===== config.mk =====
export PLATFORM = sky130hd
export DESIGN_NAME = rwcr_ctrl
export DESIGN_NICKNAME = d
export VERILOG_FILES = /design/src/rwcr_pkg.sv /design/src/rwcr_ctrl.sv
export SDC_FILE = /design/constraint.sdc
export NUM_CORES = 1
export LEC_CHECK = 0
export ABC_AREA = 1
export BUFFER_PORTS_ARGS = -buffer_cell sky130_fd_sc_hd__clkbuf_2
export CORE_AREA = 2 2 39 41
export DETAILED_ROUTE_END_ITERATION = 12
export DIE_AREA = 0 0 41 43
export GPL_TIMING_DRIVEN = 0
export PLACE_DENSITY = 0.59
export SYNTH_ARGS = -nofsm -noshare
export SYNTH_HDL_FRONTEND = slang
export SYNTH_SLANG_ARGS = --single-unit

===== constraint.sdc =====
create_clock -name i_clk -period 1.2 [get_ports i_clk]
set_input_delay 0.24 -clock i_clk [delete_from_list [all_inputs] [get_ports i_clk]]
set_output_delay 0.24 -clock i_clk [all_outputs]
set_load 0.005 [all_outputs]

===== src/rwcr_pkg.sv =====
// ----------------------------------------------------------------------------
// rwcr_pkg
// Shared types, constants and the read command table of the command router.
// ----------------------------------------------------------------------------
package rwcr_pkg;

    localparam int NAME_W      = 8;
    localparam int DRAW_W      = 31;
    localparam int WEIGHT_W    = 16;
    localparam int TOTAL_W     = 18;
    localparam int TABLE_CHARS = 16;
    localparam int READ_NAMES  = 38;

    localparam logic [7:0] CH_SLASH = 8'h2F;
    localparam logic [7:0] CH_W     = 8'h77;
    localparam logic [7:0] CH_R     = 8'h72;
    localparam logic [7:0] CH_SPACE = 8'h20;
    localparam logic [7:0] CH_NUL   = 8'h00;

    localparam logic [2:0] PH_FIRST = 3'd0;
    localparam logic [2:0] PH_SLASH = 3'd1;
    localparam logic [2:0] PH_NAME  = 3'd2;
    localparam logic [2:0] PH_KEY   = 3'd3;
    localparam logic [2:0] PH_TAIL  = 3'd4;

    localparam logic [1:0] FR_NONE    = 2'd0;
    localparam logic [1:0] FR_MASTER  = 2'd1;
    localparam logic [1:0] FR_REPLICA = 2'd2;
    localparam logic [1:0] FR_BAD     = 2'd3;

    typedef logic [TABLE_CHARS*8-1:0] t_name;

    // controller to datapath
    typedef struct packed {
        logic start;     // load draw and total, begin reduction
        logic step;      // one restoring-division step
        logic pick;      // register slot selection
    } t_cmd;

    // datapath to controller
    typedef struct packed {
        logic div_done;
    } t_status;

    typedef struct packed {
        logic       to_master;
        logic [1:0] replica_slot;
        logic       read_command;
        logic       no_replica_fallback;
        logic       bad_prefix;
    } t_route;

    function automatic t_name name_const(input int idx);
        case (idx)
            0:  name_const = t_name'("DUMP");
            1:  name_const = t_name'("EXISTS");
            2:  name_const = t_name'("GET");
            3:  name_const = t_name'("GETBIT");
            4:  name_const = t_name'("GETRANGE");
            5:  name_const = t_name'("HEXISTS");
            6:  name_const = t_name'("HGET");
            7:  name_const = t_name'("HGETALL");
            8:  name_const = t_name'("HKEYS");
            9:  name_const = t_name'("HLEN");
            10: name_const = t_name'("HMGET");
            11: name_const = t_name'("HVALS");
            12: name_const = t_name'("LLEN");
            13: name_const = t_name'("LRANGE");
            14: name_const = t_name'("MGET");
            15: name_const = t_name'("PTTL");
            16: name_const = t_name'("SCARD");
            17: name_const = t_name'("SDIFF");
            18: name_const = t_name'("SINTER");
            19: name_const = t_name'("SMEMBERS");
            20: name_const = t_name'("SRANDMEMBER");
            21: name_const = t_name'("STRLEN");
            22: name_const = t_name'("TTL");
            23: name_const = t_name'("TYPE");
            24: name_const = t_name'("ZCARD");
            25: name_const = t_name'("ZCOUNT");
            26: name_const = t_name'("ZLEXCOUNT");
            27: name_const = t_name'("ZRANGE");
            28: name_const = t_name'("ZRANGEBYLEX");
            29: name_const = t_name'("ZRANGEBYSCORE");
            30: name_const = t_name'("ZRANK");
            31: name_const = t_name'("ZREVRANGE");
            32: name_const = t_name'("ZREVRANGEBYSCORE");
            33: name_const = t_name'("ZREVRANK");
            34: name_const = t_name'("ZSCORE");
            35: name_const = t_name'("SSCAN");
            36: name_const = t_name'("HSCAN");
            37: name_const = t_name'("ZSCAN");
            default: name_const = '0;
        endcase
    endfunction

    function automatic logic [4:0] name_len(input int idx);
        t_name      s;
        logic [4:0] n;
        s = name_const(idx);
        n = '0;
        for (int k = 0; k < TABLE_CHARS; k++) begin
            if (s[k*8 +: 8] != 8'h00) begin
                n = n + 5'd1;
            end
        end
        name_len = n;
    endfunction

    // string literal is right-aligned; char j of the name at byte (len-1-j)
    function automatic logic [7:0] name_char(input int idx, input int j);
        t_name s;
        int    l;
        s = name_const(idx);
        l = int'(name_len(idx));
        if (j < l) begin
            name_char = s[(l-1-j)*8 +: 8];
        end else begin
            name_char = 8'h00;
        end
    endfunction

endpackage


===== src/rwcr_ctrl.sv =====
// ----------------------------------------------------------------------------
// rwcr_ctrl
// Controller: accepts bytes, sequences the modulo, holds the result register.
// ----------------------------------------------------------------------------
module rwcr_ctrl (
    input  logic              i_clk,
    input  logic              i_rst_n,
    input  logic              i_in_valid,
    output logic              o_in_ready,
    input  logic              i_last,
    input  logic              i_is_read,
    input  logic              i_bad,
    input  logic              i_total_zero,
    input  logic [1:0]        i_slot,
    output rwcr_pkg::t_cmd    o_cmd,
    input  rwcr_pkg::t_status i_status,
    output logic              o_out_valid,
    input  logic              i_out_ready,
    output rwcr_pkg::t_route  o_route
);
    import rwcr_pkg::*;

    localparam logic [1:0] ST_IDLE = 2'd0;
    localparam logic [1:0] ST_DIV  = 2'd1;
    localparam logic [1:0] ST_PICK = 2'd2;

    logic [1:0] r_state, n_state;
    logic       r_valid;
    t_route     r_route;
    logic       take, take_last, out_take, wait_div;

    assign out_take    = r_valid && i_out_ready;
    assign o_in_ready  = (r_state == ST_IDLE) && (!r_valid || i_out_ready);
    assign take        = i_in_valid && o_in_ready;
    assign take_last   = take && i_last;
    assign wait_div    = i_is_read && !i_total_zero;
    assign o_out_valid = r_valid;
    assign o_route     = r_route;

    always_comb begin
        n_state     = r_state;
        o_cmd.start = 1'b0;
        o_cmd.step  = 1'b0;
        o_cmd.pick  = 1'b0;
        case (r_state)
            ST_IDLE: begin
                if (take_last && wait_div) begin
                    o_cmd.start = 1'b1;
                    n_state     = ST_DIV;
                end
            end
            ST_DIV: begin
                o_cmd.step = 1'b1;
                if (i_status.div_done) begin
                    o_cmd.pick = 1'b1;
                    n_state    = ST_PICK;
                end
            end
            ST_PICK: begin
                n_state = ST_IDLE;
            end
            default: n_state = ST_IDLE;
        endcase
    end

    always_ff @(posedge i_clk) begin
        if (!i_rst_n) begin
            r_state <= ST_IDLE;
            r_valid <= 1'b0;
        end else begin
            r_state <= n_state;
            if (take_last && !wait_div) begin
                r_valid <= 1'b1;
            end else if (r_state == ST_PICK) begin
                r_valid <= 1'b1;
            end else if (out_take) begin
                r_valid <= 1'b0;
            end
        end
    end

    always_ff @(posedge i_clk) begin
        if (take_last) begin
            r_route.to_master           <= !wait_div;
            r_route.replica_slot        <= 2'd0;
            r_route.read_command        <= i_is_read;
            r_route.no_replica_fallback <= i_is_read && i_total_zero;
            r_route.bad_prefix          <= i_bad;
        end else if (r_state == ST_PICK) begin
            r_route.replica_slot <= i_slot;
        end
    end

`ifndef NO_ASSERTIONS
    a_no_take_busy: assert property (@(posedge i_clk) disable iff (!i_rst_n)
        r_state != ST_IDLE |-> !o_in_ready)
        else $error("byte taken while routing busy");
    a_pick_valid: assert property (@(posedge i_clk) disable iff (!i_rst_n)
        r_state == ST_PICK |=> o_out_valid && !r_route.to_master)
        else $error("replica result not presented");
    a_master_slot: assert property (@(posedge i_clk) disable iff (!i_rst_n)
        o_out_valid && r_route.to_master |-> r_route.replica_slot == 2'd0)
        else $error("slot nonzero on master route");
    a_fallback: assert property (@(posedge i_clk) disable iff (!i_rst_n)
        o_out_valid && r_route.no_replica_fallback |-> r_route.to_master)
        else $error("fallback without master route");
`endif

endmodule


## After elaboration in Yosys (flattened, before gate mapping)

Index checks and enable logic that the tools add are counted.

- Bits of input ports: 11
- Output and inout port bits: 11
- Bits in registers: 9

- Eq/ne operators: 4
- Mux-type cells: 10
- Reduce and logical (&&, ||, !) cells: 15

Operators by type and width:

| kind | number |
|---|---|
| 1-bit logical AND | 8 |
| 1-bit 2-to-1 mux | 6 |
| 2-bit 2-to-1 mux | 3 |
| 2-bit one-hot mux with 2 select lines | 1 |
| 1-bit zero test | 3 |
| 3-bit nonzero test | 1 |
| 2-bit by 1-bit equality test with 1-bit output (second input constant) | 1 |
| 2-bit equality test (second input constant) | 1 |
| 2-bit zero test | 1 |
| 2-bit by 1-bit inequality test with 1-bit output (second input constant) | 1 |
| 2-bit inequality test (second input constant) | 1 |
| 2-bit AND reduction | 1 |
| 1-bit logical OR | 1 |

## Longest topological paths before layout

- Word-level depth: 8
- Mapped depth: 7

## Worst setup path before layout

No wires, ideal clock.

- Path kind: reg2reg
- Start point: register r_state[1]
- End point: register r_route (netlist bit o_route[0]), enable pin
- Data arrival time: 0.786 ns
- Stages on the path, launching flop included: 6
- Period minus slack after synthesis: 1.091 ns
- Setup slack: 0.109 ns
- Cell sequence: dfxtp_1 nor2_2 nand2_1 inv_2 nand2_4 inv_1

- Cells in the longest elaborated chain, start to end: 4

RTL lines:

| what | RTL line | text |
|---|---|---|
| start, declared | rwcr_ctrl.sv:27 | `logic [1:0] r_state, n_state;` |
| start signal, assigned | rwcr_ctrl.sv:71 | `r_state <= n_state;` |
| 2-bit zero test | rwcr_ctrl.sv:33 | `assign o_in_ready = (r_state == ST_IDLE) && (!r_valid \|\| i_out_ready);` |
| 1-bit logical AND | rwcr_ctrl.sv:33 |  |
| net o_in_ready | rwcr_ctrl.sv:9 | `output logic o_in_ready,` |
| 1-bit logical AND | rwcr_ctrl.sv:34 | `assign take = i_in_valid && o_in_ready;` |
| 1-bit logical AND | rwcr_ctrl.sv:35 | `assign take_last = take && i_last;` |
| net take_last | rwcr_ctrl.sv:30 | `logic take, take_last, out_take, wait_div;` |
| end, declared | rwcr_ctrl.sv:29 | `t_route r_route;` |

The timed path passes the listed nets, and every way through them passes these cells.
A chain may end at the register's enable or synchronous reset.

==> impl_metrics.tcl <==
set metrics [dict create \
    drive_gt1_share_pct 50.0 \
    rr_worst_depth 6 \
    layout_setup_ws_ns -0.0523 \
    final_hold_viol_count 0 \
    power_density_nw_per_um2 1070 \
    final_cell_area_um2 596 \
    p_clk_share_pct 36.2 \
    finalSetupViolCount 2 \
    synth.largest_area_cell "edfxtp_1" \
    postCtsHoldBufs 0 \
    diodes 0 \
    vias 389 \
    whs_path_depth 1 \
    path_class "reg2out" \
    ir_drop_mv 0.487 \
    syn-num-nets 59 \
    place_congestion 0.654 \
    area_delta_synth_final_pct 51.6 \
    route.final.wire_length_um 789 \
    rsz0062_at_grt "yes" \
    io_buffers 21 \
    synth_cells 48 \
    slowest_stage "dfxtp_4" \
    row_count 14 \
    ys_types 14 \
    cts_buffers 3 \
    io_pins 22 \
    worst_slew_pin_slew_ns 0.211 \
    dpl-instance-area_um2 518 \
    wl_per_cell_um 8.39 \
    ys_seq_area_share_pct 56.1 \
    clk_latency_ns 0.25 \
    min_period_ns 1.25 \
    max_slew_margin_pct 85.8 \
    fin_cells 94 \
    clk_pin_slew_ns 0.06 \
    p_int_mw 0.495 \
    dp.cells 85 \
    violations "negative setup slack" \
    crit_arrival_ns 1.01 \
    start_util_pct 28.4 \
    endpoint_kind "output pin" \
    netlist_area_um2 393 \
    ant_nets 0 \
    dieArea_um2 1760 \
    drt-pass1-iter-count 3 \
    vias_per_cell 4.14 \
    drc 0 \
    synth_area_leaders "edfxtp_1, dfxtp_1, nand2_1" \
    yosys_warnings 0 \
    gr-total-overflow 0 \
    switchingPower_mw 0.145 \
    die_w_um 41 \
    ctsLongestPathBuffers 2 \
    p_leak_nw 0.346 \
    clock-sinks 9 \
    skew_ns 0.000493 \
    pwr-share-comb_pct 11.6 \
    h-tree-depth 1 \
    cts_root_buf "clkbuf_4" \
    cpPeakStageDelay_ns 0.37 \
    fin_util_pct 43.0 \
    coreArea_um2 1380 \
    pwr-share-seq_pct 52.2 \
    grt_pass1_vias 350 \
    grtUsageTotal_pct 10.8 \
    ys_seq_elements 9 \
    worst_setup_path_start_kind "flop" \
    hold_class "in2reg" \
    dieHeight_um 43 \
    avgSynthCellArea_um2 8.18 \
    antenna_found_initial 0 \
    slew_violations 0 \
    cp.required_ns 0.96 \
    synth_top_area_share_pct 30.6 \
    cts_tree "yes" \
    clock.fmax_mhz 799 \
    drv_cap 0 \
    cp_max_fo 6 \
    nNetsFinal 90 \
    swShare_pct 22.6 \
    grt_pass1_wl_um 1280 \
    grt_max_degree 7 \
    crit_chain "nor2_4, nand4_1, inv_1, clkbuf_2" \
    finalCritPeriodShare_pct 104 \
    place_hpwl_um 573 \
    drtIter0Drc 5 \
    outcome "complete, but fails checks" \
]
[path summary, 6_finish.rpt]
path	startpoint	slack, ns	end
worst max-delay path	r_state[1]	-0.05	o_cmd[2]
worst min-delay path	i_bad	0.17	o_route[0]
worst max register to register	r_state[1]	0.06	r_state[0]
worst min register to register	r_state[1]	0.48	r_state[1]
[timing repair]
| action | CTS | global route |
|---|---|---|
| hold endpoints to repair | 0 | 0 |
| pin swaps | 2 | 0 |
| buffers inserted | 4 | 1 |
| endpoints found under the setup margin | 3 | 5 |
| gates resized for setup | 4 | 2 |
[cells in the mapped netlist]
library cell  count
a21oi_1           2
dfxtp_1           5
edfxtp_1          4
inv_1            11
inv_2             3
nand2_1          13
nand2_2           1
nand2_4           1
nand3_1           2
nand4_1           2
nor2_1            1
nor2_2            1
nor3_1            1
nor4_1            1
[cell families after synthesis]
family / synth area share (%)
compound gates: 2.55
buf+inv: 13.4
flops: 56.1
simple gates: 28.0
[metal layers]
| metal | part of all wire, % | GRT usage, % |
|---|---|---|
| met1 | 39 | 13.5 |
| met2 | 48 | 15.0 |
| met3 | 11 | 3.14 |
| met4 | 1.0 | 8.00 |
| met5 | 0 | 0 |
[power groups by stage]
stage | combinational (mW) | sequential, mW | clock, mW
floorplan | 0.0304 | 0.344 | 0
global placement | 0.0644 | 0.342 | 0
detailed placement | 0.0653 | 0.342 | 0
CTS | 0.0703 | 0.334 | 0.239
global route | 0.0859 | 0.335 | 0.255
finish | 0.0741 | 0.334 | 0.231
[critical path: cells and delay by family (launching register included)]
| family | cells | cell delay, ns |
|---|---|---|
| AND/OR/NAND/NOR | 2 | 0.21 |
| flip-flops | 1 | 0.37 |
| buffers and inverters | 2 | 0.18 |
[cell type report]
cell class                 count  area [µm²]
clock buffer                   4        26.3
fill                         154         788
inverter                      14        52.6
multi-input combinational     25         129
sequential                     9         225
tap                           16        20.0
timing repair buffer          26         143
[cell usage in the layout, fill, tap and decap left out, drive strengths merged]
cell type | synthesis | layout
buf | 0 | 5
nand4 | 2 | 2
nor3 | 1 | 1
clkbuf | 0 | 25
nor2 | 2 | 2
edfxtp | 4 | 4
nand2 | 15 | 15
nand3 | 2 | 2
dfxtp | 5 | 5
inv | 14 | 14
nor4 | 1 | 1
a21oi | 2 | 2
[per-stage QoR]
| step | setup TNS, ns | hold WS, ns | total power, mW | worst slack, ns |
|---|---|---|---|---|
| floorplan | 0 | 0.339 | 0.374 | 0.109 |
| global placement | 0 | 0.425 | 0.407 | 0.0465 |
| detailed placement | 0 | 0.426 | 0.408 | 0.0265 |
| CTS | -0.126 | 0.158 | 0.643 | -0.0656 |
| global route | -0.366 | 0.154 | 0.676 | -0.141 |
| finish | -0.0732 | 0.167 | 0.639 | -0.0523 |
[registers in the layout (all words and copies together) (netlist names)]
register	flops
o_route	6
o_out_valid	1
r_state	2
Power figures use the tool's default switching activity.
