===== config.mk =====
export PLATFORM = sky130hd
export DESIGN_NAME = rwcr_datapath
export DESIGN_NICKNAME = d
export VERILOG_FILES = /design/src/rwcr_pkg.sv /design/src/rwcr_datapath.sv
export SDC_FILE = /design/constraint.sdc
export NUM_CORES = 1
export LEC_CHECK = 0
export ABC_CLOCK_PERIOD_IN_PS = 7650
export BUFFER_PORTS_ARGS = -buffer_cell sky130_fd_sc_hd__buf_2
export CORE_MARGIN = 2
export CORE_UTILIZATION = 60
export CTS_CLUSTER_SIZE = 14
export DETAILED_ROUTE_END_ITERATION = 16
export PLACE_DENSITY = 0.9
export SLEW_MARGIN = 15
export SYNTH_ARGS = -nofsm -noshare
export SYNTH_HDL_FRONTEND = slang
export SYNTH_SLANG_ARGS = --single-unit

===== constraint.sdc =====
create_clock -name i_clk -period 7.65 [get_ports i_clk]
set_clock_uncertainty 0.2 [all_clocks]
set_input_delay 0.765 -clock i_clk [delete_from_list [all_inputs] [get_ports i_clk]]
set_output_delay 0.765 -clock i_clk [all_outputs]
set_load 0.02 [all_outputs]

===== src/rwcr_pkg.sv =====
// ----------------------------------------------------------------------------
// rwcr_pkg
// Shared types, constants and the read command table of the command router.
// ----------------------------------------------------------------------------
package rwcr_pkg;

    localparam int NAME_W      = 8;
    localparam int DRAW_W      = 31;
    localparam int WEIGHT_W    = 16;
    localparam int TOTAL_W     = 18;
    localparam int TABLE_CHARS = 16;
    localparam int READ_NAMES  = 38;

    localparam logic [7:0] CH_SLASH = 8'h2F;
    localparam logic [7:0] CH_W     = 8'h77;
    localparam logic [7:0] CH_R     = 8'h72;
    localparam logic [7:0] CH_SPACE = 8'h20;
    localparam logic [7:0] CH_NUL   = 8'h00;

    localparam logic [2:0] PH_FIRST = 3'd0;
    localparam logic [2:0] PH_SLASH = 3'd1;
    localparam logic [2:0] PH_NAME  = 3'd2;
    localparam logic [2:0] PH_KEY   = 3'd3;
    localparam logic [2:0] PH_TAIL  = 3'd4;

    localparam logic [1:0] FR_NONE    = 2'd0;
    localparam logic [1:0] FR_MASTER  = 2'd1;
    localparam logic [1:0] FR_REPLICA = 2'd2;
    localparam logic [1:0] FR_BAD     = 2'd3;

    typedef logic [TABLE_CHARS*8-1:0] t_name;

    // controller to datapath
    typedef struct packed {
        logic start;     // load draw and total, begin reduction
        logic step;      // one restoring-division step
        logic pick;      // register slot selection
    } t_cmd;

    // datapath to controller
    typedef struct packed {
        logic div_done;
    } t_status;

    typedef struct packed {
        logic       to_master;
        logic [1:0] replica_slot;
        logic       read_command;
        logic       no_replica_fallback;
        logic       bad_prefix;
    } t_route;

    function automatic t_name name_const(input int idx);
        case (idx)
            0:  name_const = t_name'("DUMP");
            1:  name_const = t_name'("EXISTS");
            2:  name_const = t_name'("GET");
            3:  name_const = t_name'("GETBIT");
            4:  name_const = t_name'("GETRANGE");
            5:  name_const = t_name'("HEXISTS");
            6:  name_const = t_name'("HGET");
            7:  name_const = t_name'("HGETALL");
            8:  name_const = t_name'("HKEYS");
            9:  name_const = t_name'("HLEN");
            10: name_const = t_name'("HMGET");
            11: name_const = t_name'("HVALS");
            12: name_const = t_name'("LLEN");
            13: name_const = t_name'("LRANGE");
            14: name_const = t_name'("MGET");
            15: name_const = t_name'("PTTL");
            16: name_const = t_name'("SCARD");
            17: name_const = t_name'("SDIFF");
            18: name_const = t_name'("SINTER");
            19: name_const = t_name'("SMEMBERS");
            20: name_const = t_name'("SRANDMEMBER");
            21: name_const = t_name'("STRLEN");
            22: name_const = t_name'("TTL");
            23: name_const = t_name'("TYPE");
            24: name_const = t_name'("ZCARD");
            25: name_const = t_name'("ZCOUNT");
            26: name_const = t_name'("ZLEXCOUNT");
            27: name_const = t_name'("ZRANGE");
            28: name_const = t_name'("ZRANGEBYLEX");
            29: name_const = t_name'("ZRANGEBYSCORE");
            30: name_const = t_name'("ZRANK");
            31: name_const = t_name'("ZREVRANGE");
            32: name_const = t_name'("ZREVRANGEBYSCORE");
            33: name_const = t_name'("ZREVRANK");
            34: name_const = t_name'("ZSCORE");
            35: name_const = t_name'("SSCAN");
            36: name_const = t_name'("HSCAN");
            37: name_const = t_name'("ZSCAN");
            default: name_const = '0;
        endcase
    endfunction

    function automatic logic [4:0] name_len(input int idx);
        t_name      s;
        logic [4:0] n;
        s = name_const(idx);
        n = '0;
        for (int k = 0; k < TABLE_CHARS; k++) begin
            if (s[k*8 +: 8] != 8'h00) begin
                n = n + 5'd1;
            end
        end
        name_len = n;
    endfunction

    // string literal is right-aligned; char j of the name at byte (len-1-j)
    function automatic logic [7:0] name_char(input int idx, input int j);
        t_name s;
        int    l;
        s = name_const(idx);
        l = int'(name_len(idx));
        if (j < l) begin
            name_char = s[(l-1-j)*8 +: 8];
        end else begin
            name_char = 8'h00;
        end
    endfunction

endpackage


===== src/rwcr_datapath.sv =====
// ----------------------------------------------------------------------------
// rwcr_datapath
// Weight total, draw modulo total by restoring division, slot selection.
// ----------------------------------------------------------------------------
module rwcr_datapath #(
    parameter int REPLICA_SLOTS = 4
) (
    input  logic                        i_clk,
    input  logic                        i_rst_n,
    input  rwcr_pkg::t_cmd              i_cmd,
    input  logic [rwcr_pkg::DRAW_W-1:0] i_draw,
    input  logic [15:0]                 i_w0,
    input  logic [15:0]                 i_w1,
    input  logic [15:0]                 i_w2,
    input  logic [15:0]                 i_w3,
    output rwcr_pkg::t_status           o_status,
    output logic [1:0]                  o_slot,
    output logic                        o_total_zero
);
    import rwcr_pkg::*;

    localparam int CNT_W = $clog2(DRAW_W + 1);

    logic [WEIGHT_W-1:0] w [4];
    logic [TOTAL_W-1:0]  r_total;
    logic [DRAW_W-1:0]   r_quot;
    logic [TOTAL_W:0]    r_rem;
    logic [CNT_W-1:0]    r_cnt;
    logic [1:0]          r_slot;
    logic [TOTAL_W-1:0]  sum_all;
    logic [TOTAL_W:0]    shifted;
    logic [TOTAL_W-1:0]  run;
    logic [1:0]          pick;
    logic                found;

    always_comb begin
        w[0] = i_w0;
        w[1] = (REPLICA_SLOTS > 1) ? i_w1 : '0;
        w[2] = (REPLICA_SLOTS > 2) ? i_w2 : '0;
        w[3] = (REPLICA_SLOTS > 3) ? i_w3 : '0;
        sum_all = TOTAL_W'(w[0]) + TOTAL_W'(w[1]) + TOTAL_W'(w[2]) + TOTAL_W'(w[3]);
        shifted = {r_rem[TOTAL_W-1:0], r_quot[DRAW_W-1]};
    end

    always_ff @(posedge i_clk) begin
        if (!i_rst_n) begin
            r_cnt <= '0;
        end else if (i_cmd.start) begin
            r_cnt <= CNT_W'(DRAW_W);
        end else if (i_cmd.step && r_cnt != '0) begin
            r_cnt <= r_cnt - CNT_W'(1);
        end
    end

    always_ff @(posedge i_clk) begin
        if (i_cmd.start) begin
            r_total <= sum_all;
            r_quot  <= i_draw;
            r_rem   <= '0;
        end else if (i_cmd.step && r_cnt != '0) begin
            r_quot <= {r_quot[DRAW_W-2:0], 1'b0};
            if (shifted >= {1'b0, r_total}) begin
                r_rem <= shifted - {1'b0, r_total};
            end else begin
                r_rem <= shifted;
            end
        end
    end

    always_comb begin
        run   = '0;
        pick  = '0;
        found = 1'b0;
        for (int i = 0; i < 4; i++) begin
            run = run + TOTAL_W'(w[i]);
            if (!found && w[i] != '0 && {1'b0, run} > r_rem) begin
                pick  = 2'(i);
                found = 1'b1;
            end
        end
    end

    always_ff @(posedge i_clk) begin
        if (i_cmd.pick) begin
            r_slot <= pick;
        end
    end

    assign o_status.div_done = (r_cnt == '0);
    assign o_slot            = r_slot;
    assign o_total_zero      = (sum_all == '0);

endmodule


# ---- Word-level counts from Yosys, hierarchy flattened
# Index checks and enable logic that the tools add are counted.
dict set report classes {
  mux 10
  n_lt_le_gt_ge 5
  n_addsub 5
  reduce_logical 20
}
# operator n
set op_table {}
lappend op_table {{$reduce_bool 16->1} 4}
lappend op_table {{$mux 31} 2}
lappend op_table {{$gt 18x19->1} 2}
lappend op_table {{$ge 19x18->1} 1}
lappend op_table {{$gt 16x19->1} 1}
lappend op_table {{$gt 17x19->1} 1}
lappend op_table {{$mux 19} 1}
lappend op_table {{$sub 19x18->19} 1}
lappend op_table {{$add 17x16->18} 1}
lappend op_table {{$add 18x16->18} 1}
lappend op_table {{$logic_not 18->1} 1}
lappend op_table {{$add 16x16->17} 1}
lappend op_table {{$mux 5} 2}
lappend op_table {{$logic_and 1x1->1} 8}
lappend op_table {{$logic_not 5->1} 1}
lappend op_table {{$mux 1} 5}
lappend op_table {{$reduce_bool 5->1} 1}
lappend op_table {{$sub 5x1->5 const B} 1}
lappend op_table {{$logic_not 1->1} 3}
lappend op_table {{$reduce_bool 2->1} 1}
lappend op_table {{$reduce_or 2->1} 1}
dict set report totals {
  wordCells 46
  register_bits 75
}

# ---- Logic depth before layout (Yosys ltp)
dict set report depth {
  word_depth 15
  ltp_mapped 33
  ltp_nobuf 33
}

# ---- Least setup slack after synthesis
# OpenSTA, ideal clock, no wires.
dict set report synth_timing {
  path_kind {input port to output port}
  start {in i_w0[0]}
  end {out o_total_zero}
  arrival_ps 5442
  path_buffers 0
  cell_stages 22
  slack_ps 1243
  required_time_ps 6685
  path_cell_list {ha_1 > inv_1 > fa_1 > nor2b_1 > o21ai_0 > nand2_1 > a31oi_1 > xnor2_1 > ha_1 > or3_1 > o21a_1 > xor2_1 > ha_1 > nand2_1 > nor2_1 > nand2_1 > nor3b_1 > xnor2_2 > or4_1 > or4_1 > or4_1 > nor4_2}
}
dict set report synth_via {
  elab_chain_cells 4
}
# item line_no
set synth_rtl {}
lappend synth_rtl {{start: declaration} rwcr_datapath.sv:12} ;# input logic [15:0] i_w0,
lappend synth_rtl {{$add 16x16->17} n/a}
lappend synth_rtl {{$add 17x16->18} n/a}
lappend synth_rtl {{$add 18x16->18} n/a}
lappend synth_rtl {{via run[9]} rwcr_datapath.sv:32} ;# logic [TOTAL_W-1:0] run;
lappend synth_rtl {{$logic_not 18->1} rwcr_datapath.sv:91} ;# assign o_total_zero = (sum_all == '0);
lappend synth_rtl {{end: declaration} rwcr_datapath.sv:18} ;# output logic o_total_zero
# The timed path passes the listed nets, and every way through them passes these cells.

# ---- Final worst setup path
dict set report layout_timing {
  start {in i_w0[1]}
  end {out o_total_zero}
}
# Same word-level chain as after synthesis.

==> run metrics <==
Starting Density=60.60%; Final Core Density=68.26%; critical path arrival=6.07 ns; top cells by area, synth=ha_1 22%, edfxtp_1 19%, dfxtp_1 6.1%; TritonCTS clock tree=yes; ANT nets after route=0; number of synthesized flops with an enable pin=51; Final Setup Violations=0; layout cell share with drive strength beyond 1=17.33%; PortBufs=103; Max Cap Viol=0; Hold Buf Count CTS=0; Die H=119.0 µm; post-DP HPWL=16500 µm; Critical Path End Type=output pin; sequential power share=21.3%; DIE AREA=0.01415 mm²; unrepaired setup endpoints after global routing=false; DRC Markers=0; Cells after Synth=880; Total GRT Usage=29.91%; clock sink count=75; largest family of logic cells by synthesized area=adder cells; fin cells=1163; #FFs+latches synth=75; CTS clk-pin slew, worst paths=0.06 ns; leading area contributor after synthesis=ha_1; gpl congestion=0.9389; Final nets=1227; initial antenna violation count=0; Synth Area in Adders=23.26%; Net Switching=1.209 mW; Root Buffer=clkbuf_16; actual slew at the worst max-slew pin=1.038 ns; CP Max Fanout=4; Mapped Area=0.007930 mm²; DR vias=7355; area grow syn2layout=12.64%; synthesized area per cell=9.011 µm²; final hold viol count=0; die width=119.0 µm; Ys Warns=0; Final Critical Period=7.032 ns; Pint=1.553 mW; mux contribution to synthesized area=4.260%; CP required=6.68 ns; placed cells=1147; Power Density=309.2 mW/mm²; Final Routed Wirelength=20960 µm; vias per cell=6.324; Worst-Skew Late Latency=0.35 ns; relative slew slack=30.79%; Hold Path Class=flop to flop; P_leak=4.004 nW; fraction of registers with async set/reset=0%; drt wl/cell=18.02 µm; maximum root-to-sink buffer count=2; Max Clock Freq=0.1422 GHz; post-synthesis cell type count=70; core area=0.01309 mm²; ANT cells=0; drt initial violations=581; row count=42; register area share after synthesis=25.37%; Inserted Clock Buffers=9; Top Ports=104; Synthesized Nets=1125; worst-case vdd ir drop=0.0001544 V; Comb pwr share=63.3%; most frequent cell after synthesis=ha_1; setup_tns=0 ns; CP Class=input port to output pin; Post-CTS Setup Inserts=0; final period utilization=91.92%; top cell type's share of synthesized area=22.25%; DRT Pass-1 Iters=6; sw frac=43.77%; htree depth=3; complex-gate fraction of the synthesized area=21.43%; startpoint types=input port; worst hold slack=0.3290 ns; total gr overflow=0; first-pass GRT wire length=34340 µm; Main synth FF type=edfxtp_1; Post-synth top cells=141 x ha_1, 72 x inv_1, 68 x a21oi_1; Clk pwr share=15.4%; vias in the first global route=7357; XOR/XNOR Fraction of Synth Area=6.280%; status=complete, no violations; max-slew violations=0; simple-gate share of the synthesized area=15.23%; total power=2.761 mW; # resized after CTS=0; pin count of the biggest net entering global routing=77
critical path, cell delays in order:
cell      delay [ns]
buf_2           0.12
ha_1            0.29
a21o_1          0.16
a21o_1          0.20
a21oi_1         0.22
o21ai_0         0.15
a21boi_0        0.47
xnor2_1         0.24
ha_1            0.33
and3_1          0.16
o211ai_1        0.13
nand2_1         0.08
a21oi_1         0.18
xnor2_1         0.13
ha_1            0.37
nand3_1         0.11
a211oi_1        0.24
o31a_2          0.18
nor2_1          0.06
xnor2_1         0.16
or4_1           0.49
or4_1           0.46
nor4_2          0.15
buf_2           0.21
registers in the layout, summed over array words and instances, names as in the netlist:
signal,flops
o_slot,2
r_cnt,5
r_quot,31
r_rem,19
r_total,18
worst paths after layout:
| check | end | cells after the start | startpoint | slack (ns) |
|---|---|---|---|---|
| worst min-delay path | r_rem[5] | 2 | r_rem[4] | 0.33 |
| worst max-delay path | o_total_zero | 24 | i_w0[1] | 0.62 |
| worst min register to register | r_rem[5] | 2 | r_rem[4] | 0.33 |
| worst max register to register | r_rem[7] | 10 | r_rem[0] | 3.44 |
per-stage QoR:
stage | setup WS (ns) | area, µm²
3_5_place_dp | 0.6856 | 8638
4_1_cts | 0.7081 | 8932
5_1_grt | 0.2023 | 8932
2_1_floorplan | 1.243 | 7930
6_report | 0.6185 | 8932
3_3_place_gp | 0.8490 | 8638
cells by family (layout without fill, tap and decap cells):
| group | Yosys count | count (layout) |
|---|---|---|
| simple gates | 232 | 232 |
| xor+xnor | 56 | 56 |
| flops | 75 | 75 |
| fa+ha+maj | 145 | 145 |
| compound gates | 254 | 254 |
| buf+inv | 88 | 195 |
| mux | 30 | 30 |
per-layer routing:
layer | global-route usage, % | wire [µm] | up-vias
met5 | 0 | 0 | -
met3 | 3.305 | 1061 | 68
met4 | 14.43 | 962 | 0
met1 | 34.97 | 8471 | 3452
met2 | 54.24 | 10460 | 288
li1 | - | - | 3547
power by group through the flow:
stage,clock network [mW],logic [mW],registers [mW]
global route,0.445,1.94,0.596
global placement,0,1.61,0.591
finish,0.425,1.75,0.589
CTS,0.432,1.71,0.588
detailed placement,0,1.67,0.595
floorplan,0,1.30,0.587
layout by cell type, fill, tap and decap left out, drive strengths merged, types with 15 or more instances in the layout:
master and n:
nand3 27, inv 73, buf 107, edfxtp 51, dfxtp 24, o21a 20, nor3 18, nand2 33
a21o 40, nor2 56, nor2b 17, o21ai 44, mux2 30, nand4 18, ha 141, a21oi 68
xor2 15, xnor2 41, nor4 23
area by class of cell:
| cell class | count | area, µm² |
|---|---|---|
| Multi-Input combinational cell | 717 | 5590 |
| Fill cell | 1012 | 4153 |
| Sequential cell | 75 | 2012 |
| Timing Repair Buffer | 107 | 545.5 |
| Inverter | 72 | 270.3 |
| Clock buffer | 10 | 229.0 |
| Tap cell | 176 | 220.2 |
| Clock inverter | 6 | 65.06 |
Power figures use the tool's default switching activity.
